<file path="src/rtl/core/md5_pkg.sv">
package md5_pkg;

   typedef logic [3:0][31:0] word4_type;

   localparam word4_type INIT_WORDS = {32'h10325476, 32'h98badcfe, 32'hefcdab89, 32'h67452301};

   localparam logic [7:0] PAD_MARK_BYTE = 8'h80;
   localparam logic [5:0] PAD_LEN_POS   = 6'd56;
   localparam logic [5:0] BLOCK_LAST    = 6'd63;
   localparam logic [5:0] ROUND_LAST    = 6'd63;
   localparam logic [2:0] LEN_BYTE_LAST = 3'd7;

   typedef enum logic [2:0] {
      ST_IDLE,
      ST_ROUND,
      ST_FOLD,
      ST_PAD_MARK,
      ST_PAD_ZERO,
      ST_PAD_LEN,
      ST_EMIT
   } state_type;

   typedef struct packed {
      logic start;
      logic step;
   } round_ctrl_type;

   typedef struct packed {
      logic last;
   } round_stat_type;

   localparam logic [31:0] ROUND_CONST [64] = '{
      32'hd76aa478, 32'he8c7b756, 32'h242070db, 32'hc1bdceee,
      32'hf57c0faf, 32'h4787c62a, 32'ha8304613, 32'hfd469501,
      32'h698098d8, 32'h8b44f7af, 32'hffff5bb1, 32'h895cd7be,
      32'h6b901122, 32'hfd987193, 32'ha679438e, 32'h49b40821,
      32'hf61e2562, 32'hc040b340, 32'h265e5a51, 32'he9b6c7aa,
      32'hd62f105d, 32'h02441453, 32'hd8a1e681, 32'he7d3fbc8,
      32'h21e1cde6, 32'hc33707d6, 32'hf4d50d87, 32'h455a14ed,
      32'ha9e3e905, 32'hfcefa3f8, 32'h676f02d9, 32'h8d2a4c8a,
      32'hfffa3942, 32'h8771f681, 32'h6d9d6122, 32'hfde5380c,
      32'ha4beea44, 32'h4bdecfa9, 32'hf6bb4b60, 32'hbebfbc70,
      32'h289b7ec6, 32'heaa127fa, 32'hd4ef3085, 32'h04881d05,
      32'hd9d4d039, 32'he6db99e5, 32'h1fa27cf8, 32'hc4ac5665,
      32'hf4292244, 32'h432aff97, 32'hab9423a7, 32'hfc93a039,
      32'h655b59c3, 32'h8f0ccc92, 32'hffeff47d, 32'h85845dd1,
      32'h6fa87e4f, 32'hfe2ce6e0, 32'ha3014314, 32'h4e0811a1,
      32'hf7537e82, 32'hbd3af235, 32'h2ad7d2bb, 32'heb86d391
   };

   localparam logic [4:0] SHIFT_AMOUNT [16] = '{
      5'd7, 5'd12, 5'd17, 5'd22, 5'd5, 5'd9, 5'd14, 5'd20,
      5'd4, 5'd11, 5'd16, 5'd23, 5'd6, 5'd10, 5'd15, 5'd21
   };

   // message word index used by a round
   function automatic logic [3:0] word_index(input logic [5:0] i);
      logic [3:0] lo;
      logic [3:0] g;
      lo = i[3:0];
      case (i[5:4])
         2'd0: g = lo;
         2'd1: g = 4'((lo << 2) + lo + 4'd1);
         2'd2: g = 4'((lo << 1) + lo + 4'd5);
         2'd3: g = 4'((lo << 3) - lo);
         default: g = lo;
      endcase
      return g;
   endfunction

endpackage

</file>
<file path="src/rtl/core/md5_if.sv">
interface md5_req_if;
   import md5_pkg::*;
   logic       valid;
   logic       ready;
   logic [7:0] data_byte;
   logic       has_byte;
   logic       last_of_message;

   modport source (output valid, output data_byte, output has_byte, output last_of_message,
                   input ready);
   modport sink (input valid, input data_byte, input has_byte, input last_of_message,
                 output ready);
endinterface

interface md5_rsp_if;
   logic        valid;
   logic        ready;
   logic [63:0] digest_low;
   logic [63:0] digest_high;

   modport source (output valid, output digest_low, output digest_high, input ready);
   modport sink (input valid, input digest_low, input digest_high, output ready);
endinterface

</file>
<file path="src/rtl/core/md5_message_digest_unit.sv">
// MD5 digest engine, one message byte per request.
//
// req_if carries data_byte, has_byte and last_of_message under valid/ready.
// A request with has_byte set appends its byte; one with last_of_message set
// closes the message after that byte: padding (0x80, zeros to offset 56, the
// 64-bit little-endian bit length) runs internally and the digest comes out
// on rsp_if as digest_low (bytes 0..7) and digest_high (bytes 8..15).
// A request with neither flag changes nothing.
//
// The byte that fills a 64-byte block starts its compression: one MD5 round
// per cycle on the shared round unit, loaded on the edge that writes the last
// byte, then a fold step. A closing request is followed by the pad bytes (9
// to 72), a step at offset 56 with no write, the compression of each block
// that fills and an emit step. req_if.ready is low while any of this is in
// progress.
//
// The digest sits in an output register; the next message can be taken while
// it waits. If the receiver still holds off when the next digest is done, the
// engine waits in the emit step. Reset (synchronous) loads the standard initial
// chaining value and clears the byte count, length and result valid.
module md5_message_digest_unit
   import md5_pkg::*;
(
   input  logic    clock,
   input  logic    reset,
   md5_req_if.sink   req_if,
   md5_rsp_if.source rsp_if
);

   state_type      state_ff, state_in;
   state_type      ret_ff, ret_in;
   state_type      after_put;
   logic [5:0]     pos_ff;
   logic [60:0]    len_ff;
   logic [2:0]     len_idx_ff;
   word4_type      cv_ff;
   logic           rsp_valid_ff;
   logic [63:0]    dig_lo_ff, dig_hi_ff;
   logic [3:0][7:0] blk_ff [16];

   logic           accept;
   logic           put_en;
   logic [7:0]     put_val;
   logic           fill;
   logic           fold;
   logic           emit_go;
   logic [63:0]    bit_len;
   round_ctrl_type rctrl;
   round_stat_type rstat;
   word4_type      work;
   logic [3:0]     msg_index;

   assign accept  = req_if.valid && req_if.ready;
   assign bit_len = {len_ff, 3'b000};

   md5_round_unit u_round (
      .clock      (clock),
      .reset      (reset),
      .ctrl       (rctrl),
      .init_words (cv_ff),
      .msg_word   (blk_ff[msg_index]),
      .msg_index  (msg_index),
      .words      (work),
      .stat       (rstat)
   );

   // Control outputs: which byte goes into the block, where to go after it.
   always_comb begin
      req_if.ready = (state_ff == ST_IDLE);
      put_en       = 1'b0;
      put_val      = '0;
      after_put    = state_ff;
      case (state_ff)
         ST_IDLE: begin
            if (accept) begin
               put_en    = req_if.has_byte;
               put_val   = req_if.data_byte;
               after_put = req_if.last_of_message ? ST_PAD_MARK : ST_IDLE;
            end
         end
         ST_PAD_MARK: begin
            put_en    = 1'b1;
            put_val   = PAD_MARK_BYTE;
            after_put = ST_PAD_ZERO;
         end
         ST_PAD_ZERO: begin
            // hold zeros until the length field offset
            if (pos_ff == PAD_LEN_POS) begin
               after_put = ST_PAD_LEN;
            end else begin
               put_en    = 1'b1;
               after_put = ST_PAD_ZERO;
            end
         end
         ST_PAD_LEN: begin
            put_en    = 1'b1;
            put_val   = bit_len[{len_idx_ff, 3'b000} +: 8];
            after_put = (len_idx_ff == LEN_BYTE_LAST) ? ST_EMIT : ST_PAD_LEN;
         end
         default: begin
         end
      endcase
      fill       = put_en && (pos_ff == BLOCK_LAST);
      rctrl.start = fill;
      rctrl.step  = (state_ff == ST_ROUND);
      fold        = (state_ff == ST_FOLD);
      emit_go     = (state_ff == ST_EMIT) && (!rsp_valid_ff || rsp_if.ready);
   end

   // Next state: a full block detours through the round loop, then resumes.
   always_comb begin
      state_in = state_ff;
      ret_in   = ret_ff;
      case (state_ff)
         ST_IDLE, ST_PAD_MARK, ST_PAD_ZERO, ST_PAD_LEN: begin
            if (fill) begin
               state_in = ST_ROUND;
               ret_in   = after_put;
            end else begin
               state_in = after_put;
            end
         end
         ST_ROUND: begin
            if (rstat.last) state_in = ST_FOLD;
         end
         ST_FOLD: state_in = ret_ff;
         ST_EMIT: begin
            if (emit_go) state_in = ST_IDLE;
         end
         default: state_in = ST_IDLE;
      endcase
   end

   // Block buffer: byte lanes, little-endian within each word.
   always_ff @(posedge clock) begin
      if (put_en) begin
         blk_ff[pos_ff[5:2]][pos_ff[1:0]] <= put_val;
      end
   end

   always_ff @(posedge clock) begin
      if (emit_go) begin
         dig_lo_ff <= {cv_ff[1], cv_ff[0]};
         dig_hi_ff <= {cv_ff[3], cv_ff[2]};
      end
   end

   always_ff @(posedge clock) begin
      if (reset) begin
         state_ff     <= ST_IDLE;
         ret_ff       <= ST_IDLE;
         pos_ff       <= '0;
         len_ff       <= '0;
         len_idx_ff   <= '0;
         cv_ff        <= INIT_WORDS;
         rsp_valid_ff <= 1'b0;
      end else begin
         state_ff <= state_in;
         ret_ff   <= ret_in;
         // position wraps to zero when the block fills
         if (put_en) pos_ff <= pos_ff + 6'd1;
         if (state_ff == ST_PAD_LEN) len_idx_ff <= len_idx_ff + 3'd1;
         if (accept && req_if.has_byte) begin
            len_ff <= len_ff + 61'd1;
         end else if (emit_go) begin
            len_ff <= '0;
         end
         if (fold) begin
            for (int k = 0; k < 4; k++) begin
               cv_ff[k] <= cv_ff[k] + work[k];
            end
         end else if (emit_go) begin
            cv_ff <= INIT_WORDS;
         end
         if (emit_go) begin
            rsp_valid_ff <= 1'b1;
         end else if (rsp_if.ready) begin
            rsp_valid_ff <= 1'b0;
         end
      end
   end

   assign rsp_if.valid       = rsp_valid_ff;
   assign rsp_if.digest_low  = dig_lo_ff;
   assign rsp_if.digest_high = dig_hi_ff;

endmodule

</file>
<file path="src/rtl/core/md5_round_unit.sv">
module md5_round_unit
   import md5_pkg::*;
(
   input  logic           clock,
   input  logic           reset,
   input  round_ctrl_type ctrl,
   input  word4_type      init_words,
   input  logic [31:0]    msg_word,
   output logic [3:0]     msg_index,
   output word4_type      words,
   output round_stat_type stat
);

   word4_type   work_ff, work_in;
   logic [5:0]  round_ff, round_in;
   logic [31:0] f_val;
   logic [31:0] t_val;
   logic [63:0] rot_wide;
   logic [31:0] a_w, b_w, c_w, d_w;

   assign a_w = work_ff[0];
   assign b_w = work_ff[1];
   assign c_w = work_ff[2];
   assign d_w = work_ff[3];

   assign msg_index = word_index(round_ff);

   always_comb begin
      case (round_ff[5:4])
         2'd0: f_val = (b_w & c_w) | (~b_w & d_w);
         2'd1: f_val = (d_w & b_w) | (~d_w & c_w);
         2'd2: f_val = b_w ^ c_w ^ d_w;
         2'd3: f_val = c_w ^ (b_w | ~d_w);
         default: f_val = '0;
      endcase
   end

   // rotate left: upper half of the doubled word shifted
   always_comb begin
      t_val    = a_w + f_val + ROUND_CONST[round_ff] + msg_word;
      rot_wide = {t_val, t_val} << SHIFT_AMOUNT[{round_ff[5:4], round_ff[1:0]}];
   end

   always_comb begin
      work_in  = work_ff;
      round_in = round_ff;
      if (ctrl.start) begin
         work_in  = init_words;
         round_in = '0;
      end else if (ctrl.step) begin
         work_in[0] = d_w;
         work_in[3] = c_w;
         work_in[2] = b_w;
         work_in[1] = b_w + rot_wide[63:32];
         round_in   = round_ff + 6'd1;
      end
   end

   always_ff @(posedge clock) begin
      if (reset) begin
         work_ff  <= '0;
         round_ff <= '0;
      end else begin
         work_ff  <= work_in;
         round_ff <= round_in;
      end
   end

   assign words     = work_ff;
   assign stat.last = (round_ff == ROUND_LAST);

endmodule

</file>
<file path="src/flat_wrapper.sv">
// flat-port wrapper written by rule: the top's interface ports become plain ports
module md5_message_digest_unit_flat import md5_pkg::*;
  (clock, reset, req_if_valid, req_if_data_byte, req_if_has_byte, req_if_last_of_message, req_if_ready, rsp_if_valid, rsp_if_digest_low, rsp_if_digest_high, rsp_if_ready);
  md5_req_if req_if_i ();
  md5_rsp_if rsp_if_i ();
  input  logic clock;
  input  logic reset;
  input wire logic [$bits(req_if_i.valid)-1:0] req_if_valid;
  input wire logic [$bits(req_if_i.data_byte)-1:0] req_if_data_byte;
  input wire logic [$bits(req_if_i.has_byte)-1:0] req_if_has_byte;
  input wire logic [$bits(req_if_i.last_of_message)-1:0] req_if_last_of_message;
  output wire logic [$bits(req_if_i.ready)-1:0] req_if_ready;
  output wire logic [$bits(rsp_if_i.valid)-1:0] rsp_if_valid;
  output wire logic [$bits(rsp_if_i.digest_low)-1:0] rsp_if_digest_low;
  output wire logic [$bits(rsp_if_i.digest_high)-1:0] rsp_if_digest_high;
  input wire logic [$bits(rsp_if_i.ready)-1:0] rsp_if_ready;
  assign req_if_i.valid = req_if_valid;
  assign req_if_i.data_byte = req_if_data_byte;
  assign req_if_i.has_byte = req_if_has_byte;
  assign req_if_i.last_of_message = req_if_last_of_message;
  assign req_if_ready = req_if_i.ready;
  assign rsp_if_valid = rsp_if_i.valid;
  assign rsp_if_digest_low = rsp_if_i.digest_low;
  assign rsp_if_digest_high = rsp_if_i.digest_high;
  assign rsp_if_i.ready = rsp_if_ready;
  md5_message_digest_unit u_core (.clock(clock), .reset(reset), .req_if(req_if_i), .rsp_if(rsp_if_i));
endmodule
</file>
<file path="config.mk">
export PLATFORM = sky130hd
export DESIGN_NAME = md5_message_digest_unit_flat
export DESIGN_NICKNAME = d
export VERILOG_FILES = /design/src/rtl/core/md5_pkg.sv /design/src/rtl/core/md5_if.sv /design/src/rtl/core/md5_message_digest_unit.sv /design/src/rtl/core/md5_round_unit.sv /design/src/flat_wrapper.sv
export SDC_FILE = /design/constraint.sdc
export NUM_CORES = 2
export LEC_CHECK = 0
export BUFFER_PORTS_ARGS = -buffer_cell sky130_fd_sc_hd__buf_2
export CORE_MARGIN = 8
export CORE_UTILIZATION = 39
export DETAILED_ROUTE_END_ITERATION = 10
export SETUP_SLACK_MARGIN = 0.05
export SYNTH_ARGS = -nofsm -noshare
export SYNTH_HDL_FRONTEND = slang
export SYNTH_HIERARCHICAL = 1
export SYNTH_SLANG_ARGS = --single-unit
</file>
<file path="constraint.sdc">
create_clock -name clock -period 10.05 [get_ports clock]
set_input_delay 2.5125 -clock clock [delete_from_list [all_inputs] [get_ports clock]]
set_output_delay 2.5125 -clock clock [all_outputs]
set_load 0.01 [all_outputs]
</file>
# --- Word-level counts from Yosys, hierarchy flattened ---
# Memory sizes are Yosys's and may differ from the RTL's.
# Index checks and enable logic that the tools add are counted.
word_totals:
  register_bits: 467
  latchBits: 0
  ram_bits: 512
  mem_bits_ro: 2128
  inputBits: 14
  word_cells: 122
  memories: 3
classes:
  add_sub_neg: 17
  n_mul: 0
  n_div: 0
  order_cmp: 4
  n_eq_ne: 15
  shifts: 2
  muxes: 32
  bitwise_logic: 14
  n_reduce_logical: 18
mem_list:
  columns: ["memory", "depth", "width", "rd", "rd_ports_with_merged_regs", "write_ports", "line", "source"]
  rows:
  - ["(no name shown)", 64, 32, 1, 0, 0, "md5_round_unit.sv:40", "t_val = a_w + f_val + ROUND_CONST[round_ff] + msg_word;"]
  - ["u_core.blk_ff", 16, 32, 1, 0, 1, "md5_message_digest_unit.sv:39", "logic [3:0][7:0] blk_ff [16];"]
  - ["(no name shown)", 16, 5, 1, 0, 0, "md5_round_unit.sv:41", "rot_wide = {t_val, t_val} << SHIFT_AMOUNT[{round_ff[5:4], round_ff[1:0]}];"]
op_table:
  columns: ["operator", "n"]
  rows:
  - ["128-bit two-way mux", 4]
  - ["32-bit adder", 8]
  - ["32-bit bitwise AND", 4]
  - ["32-bit case mux with 4 select lines", 1]
  - ["61-bit two-way mux", 2]
  - ["32-bit two-way mux", 3]
  - ["32-bit OR", 3]
  - ["32-bit XOR", 3]
  - ["32-bit NOT", 2]
  - ["64-bit by 7-bit indexed part select with 8-bit output", 1]
  - ["64-bit by 5-bit << shifter with 64-bit output", 1]
  - ["61-bit by 1-bit adder with 61-bit output (second input constant)", 1]
  - ["3-bit case mux with 4 select lines", 2]
  - ["8-bit case mux with 3 select lines", 1]
  - ["6-bit == test (second input constant)", 3]
  - ["8-bit demux with 2-bit select", 1]
  - ["8-bit two-way mux", 2]
  - ["4-bit case mux with 4 select lines", 1]
  - ["6-bit by 1-bit adder with 6-bit output (second input constant)", 2]
  - ["3-bit == test (second input constant)", 4]
  - ["3-bit two-way mux", 4]
  - ["5-bit two-way mux", 2]
  - ["4-bit adder", 2]
  - ["2-bit nonzero test", 4]
  - ["27 further kinds", 41]

# --- Longest topological paths before layout ---
logic_depth:
  depth_word: 11
  ltp_mapped: 47

# --- Cells and area by module ---
# Netlist, hierarchy kept.
modules_own_cells:
  columns: ["mod", "n_inst", "cells_per_inst", "area_each_um2"]
  rows:
  - ["md5_message_digest_unit", 1, 2822, 38197.9]
  - ["md5_round_unit", 1, 2530, 18356.4]

# --- Worst setup path before layout ---
# No wires, ideal clock.
synth_path:
  path_kind: "flip-flop to flip-flop"
  from: "register u_core.u_round.round_ff[4]"
  to: "register u_core.u_round.work_ff (netlist bit u_core/u_round/b_w[30])"
  setup_ps: 115
  arrival_ps: 10830
  required_time_ps: 9935
  slack_ps: -895
  stages_incl_launch_ff: 44
  path_cell_list: "dfxtp_1 > buf_2 > buf_2 > buf_1 > clkbuf_1 > clkbuf_1 > xnor2_1 > xnor2_1 > clkbuf_1 > buf_1 > mux4_2 > mux4_2 > fa_1 > inv_1 > fa_1 > inv_1 > ha_1 > clkbuf_2 > [8 not listed] > nor2_1 > nor2_1 > a22oi_1 > mux2i_1 > ha_1 > fa_1 > a21o_1 > a21o_1 > a21oi_1 > o21a_1 > o21ai_1 > a221oi_1 > a221o_1 > o21ai_1 > and2_1 > o41ai_1 > nor3_1 > a2111oi_0"
synth_lines:
  columns: ["element", "line", "source"]
  rows:
  - ["start: declaration", "md5_round_unit.sv:15", "logic [5:0] round_ff, round_in;"]
  - ["start signal: assignment", "md5_round_unit.sv:65", "round_ff <= round_in;"]
  - ["2-bit == test (tied with other cells)", "md5_pkg.sv:61", "case (i[5:4])"]
  - ["4-bit case mux with 4 select lines (*)", "md5_pkg.sv:61", null]
  - ["named net u_core.msg_index[0]", "md5_message_digest_unit.sv:51", "logic [3:0] msg_index;"]
  - ["memory 16 x 32 bit (*)", null, null]
  - ["32-bit adder (*)", "md5_round_unit.sv:40", null]
  - ["64-bit by 5-bit << shifter with 64-bit output (*)", "md5_round_unit.sv:41", null]
  - ["32-bit adder (*)", "md5_round_unit.sv:54", "work_in[1] = b_w + rot_wide[63:32];"]
  - ["128-bit two-way mux (*)", "md5_round_unit.sv:50", "end else if (ctrl.step) begin"]
  - ["128-bit two-way mux (*)", "md5_round_unit.sv:47", "if (ctrl.start) begin"]
  - ["end signal: assignment", "md5_round_unit.sv:64", "work_ff <= work_in;"]
  - ["end: declaration", "md5_round_unit.sv:14", "word4_type work_ff, work_in;"]
# Mark *: on every way through the listed nets, which the timed path passes. The rest lies on a longest branch. The select of a mux whose other input is x is not followed.
# A chain may end at the register's enable or synchronous reset.

# --- Worst setup path after layout ---
layout_path:
  from: "register u_core.u_round.round_ff[2]"
  to: "register u_core.u_round.work_ff (netlist bit u_core/u_round/b_w[30])"
layout_lines:
  columns: ["element", "line"]
  rows:
  - ["4-bit adder (on tied branches)", "md5_pkg.sv:64, md5_pkg.sv:63"]
  - ["4-bit by 3-bit adder with 4-bit output / 4-bit by 1-bit adder with 4-bit output (equally long branches)", "md5_pkg.sv:64, md5_pkg.sv:63"]
  - ["4-bit case mux with 4 select lines (*)", "md5_pkg.sv:61"]
  - ["named net u_core.msg_index[3]", "md5_message_digest_unit.sv:51"]
  - ["memory 16 x 32 bit (*)", null]
  - ["32-bit adder (*)", "md5_round_unit.sv:40"]
  - ["64-bit by 5-bit << shifter with 64-bit output (*)", "md5_round_unit.sv:41"]
  - ["32-bit adder (*)", "md5_round_unit.sv:54"]
  - ["128-bit two-way mux (*)", "md5_round_unit.sv:50"]
  - ["128-bit two-way mux (*)", "md5_round_unit.sv:47"]
# Marked as above.

==> run summary <==
• **die height** 397 um
• **clock edge transition at the registers on the reported setup and hold paths** 70 ps
• **launch instance of the worst register-to-register path** u_core/u_round/round_ff[2]$_SDFFE_PP0P_
• **worst slew pin tran** 1080 ps
• **maximum resistive drop on vdd** 157 uV
• **leakage power figure** 24.2 nW
• **initial antenna violation count** 7
• **final count of pins violating max slew** 0
• **HPWL after detailed placement** 132,000 um
• **most used flip-flop cell after synthesis** edfxtp_1
• **DRC violation count after routing** 0
• **total power after layout** 12.3 mW
• **fin crit period** 9580 ps
• **via total after detailed routing** 44,021
• **Yosys reg bits** 979
• **worst clock skew** 60.8 ps
• **slowest CP cell** fa_1
• **core region area** 0.144 sq mm
• **unrepaired setup endpoints after global routing** false
• **Critical Path Source Type** flip-flop
• **maximum achievable frequency** 104 MHz
• **antenna-violating nets left** 0
• **part of the cycle the worst path needs** 95.3%
• **setup slack, reg-to-reg** 470 ps
• **area growth from synthesis to layout** 14.3%
• **EDFF count, synth** 640
• **site row count** 139
• **normalized max-slew margin** 27.8%
• **endpoints failing hold** 0
• **Clock Path Buffers** 3
• **Critical Path AT** 10,200 ps
• **clock latency on the worst-skew pair** 740 ps
• **Post-Synthesis Cells** 5,352
• **post-synth design cell area** 0.0566 sq mm
• **share of cells above drive strength 1** 16.3%
• **count of clock tree sinks** 979
• **combined global-route utilization of all metal layers** 22.4%
• **Iter 0 DRT Violations** 4,424
• **Worst Hold Class** reg2reg
• **worst reg2reg path depth** 40
• **starting density of the core** 39.3%
• **Synth async-reset ratio** 0%
• **Inserted Clock Buffers** 105
• **syn_area_per_cell** 10.6 sq um
• **launching instance or port of the critical path** u_core/u_round/round_ff[2]$_SDFFE_PP0P_
• **Critical Path Fanout Max** 6
• **element type at the critical path end** flip-flop
• **Die Width** 397 um
• **total of warnings raised by yosys** 6
• **final non-filler cell area** 0.0647 sq mm
• **required arrival time at the worst endpoint** 10,660 ps
• **worst setup path endpoint** u_core/u_round/b_w[30]$_SDFFE_PP0P_
• **Port Buffer Count** 143
• **Setup Viol. Count Final** 0
• **count of cell types in the netlist** 98
• **number of search-and-repair iterations in the first detailed-routing pass** 6
• **total number of H-tree levels** 3
• **run status** finished clean
• **CTS Root Cell** clkbuf_16
• **total grt overflow** 0
• **Worst path most repeated cell** inv_1
• **post-detailed-routing wire length** 183,000 um
• **DR WL/cell** 24.3 um
• **FF-to-FF End** u_core/u_round/b_w[30]$_SDFFE_PP0P_
• **IO Pins** 144
• **number of maximum-capacitance constraint violations** 0
• **number of global-route vias before repair** 41,804
• **delay of the slowest cell on the worst path** 570 ps
• **net count reported at finish** 5,876
• **mean number of vias per cell** 5.84
• **GPL Wtd Cong** 0.936
• **net count of the mapped netlist** 5,687
• **clock tree from TritonCTS** done
• **DIE AREA** 0.157 sq mm
• **start-to-end type of the worst setup path** reg2reg
• **source of the worst hold timing path** u_core/ret_ff[2]$_SDFFE_PP0P_
• **placed instance area** 0.0606 sq mm
• **maximum number of pins on one net before global-route repair** 129
• **Cell Pwr Density** 190 mW/mm^2
• **wire length of the first global-routing pass** 273,000 um
• **number of hold buffers added after CTS** 0
• **proportion of synthesized chip area in sequential cells** 46.0%
-- report_power, final --
group          switching (mW)  total, mW  internal, mW
Clock                    1.69       3.83          2.14
Combinational            2.26       3.96          1.70
Sequential              0.140       4.51          4.37
Total                    4.08       12.3          8.21
-- final cells by class --
| type | count | area (sq um) |
|---|---|---|
| Tap cell | 1903 | 2380 |
| Inverter | 201 | 767 |
| Sequential cell | 979 | 26000 |
| Clock inverter | 61 | 594 |
| Clock buffer | 132 | 2800 |
| Multi-Input combinational cell | 3847 | 29100 |
| Fill cell | 13297 | 79200 |
| Timing Repair Buffer | 407 | 3030 |
| Antenna cell | 4 | 10.0 |
-- cells in the final DEF, fill, tap and decap left out, types with 23 or more instances in the layout --
cell	synthesis	layout
edfxtp_1	640	640
o31ai_1	33	30
o21ai_0	258	244
or3_1	35	35
o2111ai_1	23	23
buf_4	0	237
and3_1	38	38
o21a_1	53	53
mux4_2	183	183
mux2_2	33	32
a211oi_1	56	54
clkbuf_16	0	108
o211ai_1	46	46
nand4_1	34	34
dfxtp_1	339	333
mux2i_1	189	186
nor2_1	641	638
nand3_1	164	161
xnor2_1	130	124
xor2_1	77	76
a221oi_1	37	33
inv_1	197	193
nor2b_1	34	34
a21o_1	119	119
fa_1	71	67
a21oi_1	451	446
buf_2	12	142
a31oi_1	48	46
nor3_1	112	110
ha_1	250	243
nand2_1	348	345
nand2b_1	56	56
a221o_1	34	34
-- cell usage after synthesis, types with 38 or more instances --
| master | number | area, sq um |
|---|---|---|
| a21oi_1 | 451 | 2260 |
| o21a_1 | 53 | 398 |
| and3_1 | 38 | 238 |
| o21ai_0 | 258 | 1290 |
| inv_1 | 197 | 739 |
| a31oi_1 | 48 | 300 |
| xor2_1 | 77 | 674 |
| a211oi_1 | 56 | 420 |
| mux4_2 | 183 | 4120 |
| ha_1 | 250 | 3130 |
| mux2i_1 | 189 | 1890 |
| clkbuf_1 | 247 | 927 |
| fa_1 | 71 | 1420 |
| nand3_1 | 164 | 821 |
| buf_1 | 63 | 236 |
| a21o_1 | 119 | 893 |
| edfxtp_1 | 640 | 19200 |
| o211ai_1 | 46 | 345 |
| nand2_1 | 348 | 1310 |
| nor3_1 | 112 | 561 |
| nor2_1 | 641 | 2410 |
| dfxtp_1 | 339 | 6790 |
| xnor2_1 | 130 | 1140 |
| nand2b_1 | 56 | 350 |
-- cells by family (layout without fill, tap and decap cells) --
logic type               count (synthesis)  count (layout)  share of synthesized area (%)
AO/OA/AOI/OAI                         1338            1339                           15.1
XOR/XNOR                               209             209                           3.27
adder cells (fa/ha/maj)                321             321                           8.04
buffers and inverters                  527             801                           3.57
flip-flops                             979             979                           46.0
multiplexers                           406             406                           11.3
other                                    0               4                              0
AND/OR/NAND/NOR                       1572            1572                           12.8
-- critical path: cells and delay by family, from the launching register on --
kind / cells / cell delay [ps]
fa+ha+maj: 5 / 1950
mux: 5 / 1470
xor+xnor: 2 / 650
compound gates: 19 / 3970
buf+inv: 7 / 770
simple gates: 2 / 300
flops: 1 / 380
-- sequential cells by signal, indices dropped and copies added, names as in the netlist --
register and cells:
u_core/u_round/a_w 32, u_core/u_round/d_w 32, u_core/rsp_if.digest_high 64, u_core/blk_ff 512, u_core/len_ff 61, u_core/u_round/c_w 32, u_core/ret_ff 3, u_core/pos_ff 6
u_core/u_round/round_ff 6, u_core/rsp_if.valid 1, u_core/u_round/b_w 32, u_core/state_ff 3, u_core/len_idx_ff 3, u_core/rsp_if.digest_low 64, u_core/cv_ff 128
-- metal layers --
layer	vias up	share of wire (%)	routed length, um	global-route usage, %
li1	20318	-	-	-
met1	21781	45	81700	31.5
met2	1645	46	83900	35.9
met3	275	6.8	12400	3.33
met4	2	2.9	5400	6.42
met5	-	0.0038	7	0
-- worst min path at each step --
stage | end | slack, ps | depth (start not counted)
finish | u_core/state_ff[2]$_SDFFE_PP0P_ | 490 | 2
global route | u_core/rsp_if.digest_high[53]$_DFFE_PP_ | 510 | 0
CTS | u_core/state_ff[2]$_SDFFE_PP0P_ | 480 | 2
detailed placement | u_core/state_ff[2]$_SDFFE_PP0P_ | 470 | 2
global placement | u_core/state_ff[2]$_SDFFE_PP0P_ | 470 | 2
floorplan | u_core/rsp_if.digest_high[31]$_DFFE_PP_ | 440 | 0
-- timing repair --
action,in CTS,in global routing
gates cloned,1,3
endpoints found under the setup margin,7,15
buffers inserted,4,21
resized for setup,3,63
pin swaps,2,46
-- stage by stage --
step | hold WS (ps) | worst slack (ps) | cells | TNS [ps] | utilization, %
5_1_grt | 513 | 13.3 | 7530 | 0 | 45.0
2_1_floorplan | 439 | 97.3 | 5352 | 0 | -
6_report | 486 | 469 | 7534 | 0 | 45.0
3_5_place_dp | 473 | -210 | 7308 | -556 | 42.2
3_3_place_gp | 467 | -135 | 7308 | -197 | 42.2
4_1_cts | 483 | 48.3 | 7506 | 0 | 44.6
Note: power is estimated with default switching activity, not from simulation.
